## src/rtl/pif_pkg.sv

```systemverilog
// Shared types and constants for the point-in-figures hit test unit.
`timescale 1ns / 1ps

package pif_pkg;

    localparam int COORD_W         = 24;
    localparam int RADIUS_W        = 23;
    localparam int PNUM_W          = 16;
    localparam int FNUM_W          = 5;
    localparam int ENTRY_W         = 1 + 4 * COORD_W;
    localparam int DEF_MAX_FIGURES = 16;

    typedef enum logic [1:0] {
        CMD_CLEAR  = 2'd0,
        CMD_RECT   = 2'd1,
        CMD_CIRCLE = 2'd2,
        CMD_QUERY  = 2'd3
    } pif_cmd_t;

    typedef enum logic [1:0] {
        ST_IDLE,
        ST_SCAN,
        ST_END
    } pif_state_t;

    // controller -> datapath
    typedef struct packed {
        logic wr_en;
        logic wr_circle;
        logic load_query;
        logic tok_vld;
        logic tok_fin;
    } pif_ctl_t;

    // datapath -> controller
    typedef struct packed {
        logic advance;
        logic busy;
    } pif_stat_t;

endpackage

```

## src/rtl/pif_ctrl.sv

```systemverilog
// Command sequencer: figure and point counters, query scan of the figure table.
`timescale 1ns / 1ps

module pif_ctrl
    import pif_pkg::*;
#(
    parameter int MAX_FIGURES = DEF_MAX_FIGURES,
    localparam int IDX_W = (MAX_FIGURES > 1) ? $clog2(MAX_FIGURES) : 1,
    localparam int CNT_W = $clog2(MAX_FIGURES + 1)
) (
    input  logic              aclk,
    input  logic              aresetn,
    input  logic              s_tvalid,
    output logic              s_tready,
    input  pif_cmd_t          command,
    input  pif_stat_t         stat,
    output pif_ctl_t          ctl,
    output logic [IDX_W-1:0]  fig_addr,
    output logic [PNUM_W-1:0] point_number
);

    pif_state_t        state_reg, state_next;
    logic [CNT_W-1:0]  count_reg, count_next;
    logic [PNUM_W-1:0] pcount_reg, pcount_next;
    logic [IDX_W-1:0]  idx_reg, idx_next;
    logic              accept;
    logic              full;
    logic              scan_last;

    assign full      = (count_reg == CNT_W'(MAX_FIGURES));
    assign scan_last = ((CNT_W'(idx_reg) + CNT_W'(1)) == count_reg);

    always_ff @(posedge aclk) begin
        if (!aresetn) begin
            state_reg  <= ST_IDLE;
            count_reg  <= '0;
            pcount_reg <= '0;
            idx_reg    <= '0;
        end else begin
            state_reg  <= state_next;
            count_reg  <= count_next;
            pcount_reg <= pcount_next;
            idx_reg    <= idx_next;
        end
    end

    always_comb begin
        state_next   = state_reg;
        count_next   = count_reg;
        pcount_next  = pcount_reg;
        idx_next     = idx_reg;
        ctl          = '0;
        fig_addr     = idx_reg;
        point_number = pcount_reg;
        s_tready     = 1'b0;
        accept       = 1'b0;
        case (state_reg)
            ST_IDLE: begin
                s_tready = !stat.busy;
                accept   = s_tvalid && s_tready;
                fig_addr = count_reg[IDX_W-1:0];
                if (accept) begin
                    case (command)
                        CMD_CLEAR: begin
                            count_next  = '0;
                            pcount_next = '0;
                        end
                        CMD_RECT, CMD_CIRCLE: begin
                            if (!full) begin
                                ctl.wr_en     = 1'b1;
                                ctl.wr_circle = (command == CMD_CIRCLE);
                                count_next    = count_reg + CNT_W'(1);
                            end
                        end
                        CMD_QUERY: begin
                            if (pcount_reg != {PNUM_W{1'b1}}) begin
                                pcount_next = pcount_reg + PNUM_W'(1);
                            end
                            point_number   = pcount_next;
                            ctl.load_query = 1'b1;
                            idx_next       = '0;
                            state_next     = (count_reg == '0) ? ST_END : ST_SCAN;
                        end
                        default: begin
                            state_next = ST_IDLE;
                        end
                    endcase
                end
            end
            ST_SCAN: begin
                ctl.tok_vld = 1'b1;
                if (stat.advance) begin
                    if (scan_last) begin
                        state_next = ST_END;
                    end else begin
                        idx_next = idx_reg + IDX_W'(1);
                    end
                end
            end
            ST_END: begin
                ctl.tok_vld = 1'b1;
                ctl.tok_fin = 1'b1;
                if (stat.advance) begin
                    state_next = ST_IDLE;
                end
            end
            default: begin
                state_next = ST_IDLE;
            end
        endcase
    end

`ifndef SYNTHESIS
    a_count_bound: assert property (@(posedge aclk) disable iff (!aresetn)
        count_reg <= CNT_W'(MAX_FIGURES))
        else $error("figure count above table size");

    a_scan_in_range: assert property (@(posedge aclk) disable iff (!aresetn)
        state_reg == ST_SCAN |-> CNT_W'(idx_reg) < count_reg)
        else $error("scan index beyond stored figures");

    a_query_starts: assert property (@(posedge aclk) disable iff (!aresetn)
        (accept && command == CMD_QUERY) |=> state_reg != ST_IDLE)
        else $error("accepted query did not start a scan");
`endif

endmodule

```

## config.mk

```make
export PLATFORM = sky130hd
export DESIGN_NAME = pif_ctrl
export DESIGN_NICKNAME = d
export VERILOG_FILES = /design/src/rtl/pif_pkg.sv /design/src/rtl/pif_ctrl.sv
export SDC_FILE = /design/constraint.sdc
export NUM_CORES = 1
export LEC_CHECK = 0
export BUFFER_PORTS_ARGS = -buffer_cell sky130_fd_sc_hd__buf_2
export CORE_MARGIN = 5
export CORE_UTILIZATION = 35
export DETAILED_ROUTE_END_ITERATION = 7
export PLACE_DENSITY_LB_ADDON = 0.08
export REMOVE_ABC_BUFFERS = 1
export SLEW_MARGIN = 20
export SYNTH_ARGS = -nofsm -noshare
export SYNTH_HDL_FRONTEND = slang
export SYNTH_SLANG_ARGS = --single-unit
```

## constraint.sdc

```tcl
create_clock -name aclk -period 2.7 [get_ports aclk]
set_input_delay 0.27 -clock aclk [delete_from_list [all_inputs] [get_ports aclk]]
set_output_delay 0.27 -clock aclk [all_outputs]
set_load 0.005 [all_outputs]
```

==> summary.md <==
| Metric | Value |
|---|---|
| Cell family with most CP delay | simple AND/OR/NAND/NOR gates |
| Iteration-0 DRC Markers | 144 |
| PD cells | about 330 nW/µm² |
| Top-Level Pins | 33 |
| Max Slew Vio Count | 0 |
| Post-synth ARST share | 0 |
| Max-Cap Viols | 0 |
| Clock Skew | between 7 and 8 ps |
| Initial antenna violation count | 0 |
| CTS tree | done |
| Setup Fix Bufs, Post-CTS | 0 |
| Setup crit start kind | register |
| Req. time, crit path | 2430 ps |
| Area Overhead vs Synth | 13.6% |
| Vias per std cell | 5.43 |
| Register area share after synthesis | 0.245 |
| CP arrival | roughly 2200 ps |
| Vias | 2,145 |
| Register clock-pin slew on the reported worst setup and hold paths | 100 ps |
| First-pass GRT wire length | between 9000 and 10,000 µm |
| Post-Route WL | approximately 6000 µm |
| Final setup fails | 0 |
| Hold-fix buffers, CTS | 0 |
| Min Hold Slack | approximately 340 ps |
| VDD IR-drop max | 0.262 mV |
| Synth top area share | 0.245 |
| Clock root cell | clkbuf_8 |
| Buf/Inv on CP | 2 |
| Pleak | ~1.0 nW |
| HP Class | input pin to register |
| Relative slew slack | 0.576 |
| Overflow after GRT | 0 |
| WS Path Type | register to output pin |
| Maximum fanout along the worst path | 8 |
| Max Clock Freq | ~0.4 GHz |
| Fill count | about 670 |
| Clk sinks | 27 |
| Cells after Synth | 290 |
| Synth area leader | dfxtp_1 |
| Final Hold Fails | 0 |
| Routed WL per cell | 15.3 µm |
| Worst path max stage delay | between 500 and 600 ps |
| Drc violations | 0 |
| R2R setup slack | roughly 740 ps |
| Routability cong. | 0.815 |
| Core Box Area | between 6000 and 7000 µm² |
| Crit-path cells | inv_1 > ha_1 > nand4b_2 > nor2_1 > mux2_2 > buf_2 |
| Final TNS setup | 0 ps |
| Register Area | 542 µm² |
| Tcrit/Tclk final | 0.921 |
| Die width | ~90 µm |
| First-pass iteration count of the detailed router | 4 |
| Finished Cell Area | 2500 µm² |
| Worst path slowest cell | nor2_1 |
| Yosys warnings | 0 |
| Max reg flops | 16 |
| RSZ-0062 raised after global routing | false |
| Status | complete, no violations |
| Total track usage | 0.157 |
| Post-Syn Area | 2200 µm² |
| Num CTS Buffers | 3 |
| Post-synth EDFFs | 0 |
| Unique masters post-synth | between 60 and 70 |
| Antenna cell count | 0 |
| Fin util | 0.401 |
| Area taken by multi-input logic gates | approximately 1500 µm² |
| Port Buffer Count | 32 |
| Die area | about 8000 µm² |
| Initial core utilization | 0.353 |
| Dpl hpwl | between 4000 and 5000 µm |
| Register bit count reported by yosys | 27 |
| Antenna viol nets, final | 0 |
| Final worst path period need | approximately 2500 ps |
| Skew-Pair Late Insertion Delay | about 280 ps |
| Top FF cell, synth | dfxtp_1 |
| Row cnt | 29 |
| Largest net degree at the start of global routing | 17 |
| Worst Setup End Kind | output pin |
| Dpl cell area | between 2000 and 2500 µm² |
| Tightest Pin Transition | around 630 ps |
| Synth area leaders | dfxtp_1 25%, ha_1 5.7%, a21oi_1 5.5% |
| Avg Cell Area, Syn | around 7.6 µm² |
| H-tree level count | 1 |
| Fraction of layout cells with a size suffix above 1 | 0.214 |
| CTS max path bufs | 2 |
| Nets | 336 |
| Die Y | ~89 µm |
| Number of global-route vias before repair | 1,946 |
-- report_power, final --
group	total [W]	leakage [nW]	internal, W	switching (W)
clock	0.000250	0.0228	0.000106	0.000144
combinational	0.000162	0.772	0.0000636	0.0000983
sequential	0.000410	0.218	0.000404	0.00000619
-- cells in the mapped netlist (3+ instances only) --
library cell  instances
mux2_2                4
nand3b_1              3
a31oi_1               3
inv_1                15
buf_2                 8
nor2_1               28
xnor2_1               9
xor2_1                7
nand4_1               9
clkbuf_1              7
a21oi_1              24
nor3_1               12
nand2_1              32
dfxtp_1              27
a311oi_1              6
and2_1                3
o21ai_0              13
and3_1                3
ha_1                 10
nand3_1              13
-- layer usage --
metal,up-vias,wire [µm],GRT usage
li1,1105,-,-
met1,989,3260,0.239
met2,47,2460,0.234
met3,4,298,0.0221
met4,0,27,0.0325
met5,-,0,0
-- area by class of cell --
class,instances,area share
inverters,15,0.0225
multi-input cells,229,0.608
repair buffers,43,0.0970
well taps,77,0.0385
clock buffers,4,0.0180
flip-flops and latches,27,0.217
-- worst register-to-register path, delay by kind of cell (launching register included) --
kind | cells | cell delay (ps)
buf+inv | 1 | 90
fa+ha+maj | 1 | 210
flops | 1 | 330
simple gates | 4 | 1100
compound gates | 1 | 200
-- cell families after synthesis --
logic type               after synthesis  share of synthesized area
AO/OA/AOI/OAI                         68                      0.205
multiplexers                           7                     0.0346
AND/OR/NAND/NOR                      127                      0.314
buffers and inverters                 34                     0.0698
adder cells (fa/ha/maj)               10                     0.0568
flip-flops                            27                      0.245
XOR/XNOR                              17                     0.0744
-- per-stage QoR --
stage	instances	setup slack (ps)	power [W]
6_report	395	213	0.000822
5_1_grt	395	3.26	0.000872
4_1_cts	395	12.4	0.000837
3_5_place_dp	391	383	0.000582
3_3_place_gp	391	466	0.000584
2_1_floorplan	271	340	0.000522
-- layout by cell type, fill, tap and decap left out, types with 3 or more instances in the layout --
master     n
inv_1     15
clkbuf_8   3
a31oi_1    3
and3_1     3
nor3_1    12
o21ai_0   13
nand3b_1   3
nand2_1   32
and2_1     3
ha_1       9
dfxtp_1   26
mux2_2     4
a21oi_1   24
nand4_1    9
xor2_1     7
xnor2_1    9
buf_2     32
a311oi_1   6
nand3_1   13
buf_4     11
nor2_1    28
-- worst paths after layout --
kind / from / endpoint / depth (start not counted)
hold reg to reg: idx_reg[1]$_SDFFE_PN0P_ / idx_reg[1]$_SDFFE_PN0P_ / 2
setup reg to reg: state_reg[0]$_SDFFE_PN0P_ / pcount_reg[11]$_SDFFE_PN0P_ / 7
hold / removal: aresetn / idx_reg[2]$_SDFFE_PN0P_ / 2
setup / recovery: state_reg[0]$_SDFFE_PN0P_ / point_number[1] / 6
-- timing repair --
item | 4_1_cts | 5_1_grt
gates resized for setup | 0 | 3
endpoints found under the hold margin | 0 | 0
setup endpoints to repair | 0 | 10
Power figures use the tool's default switching activity.
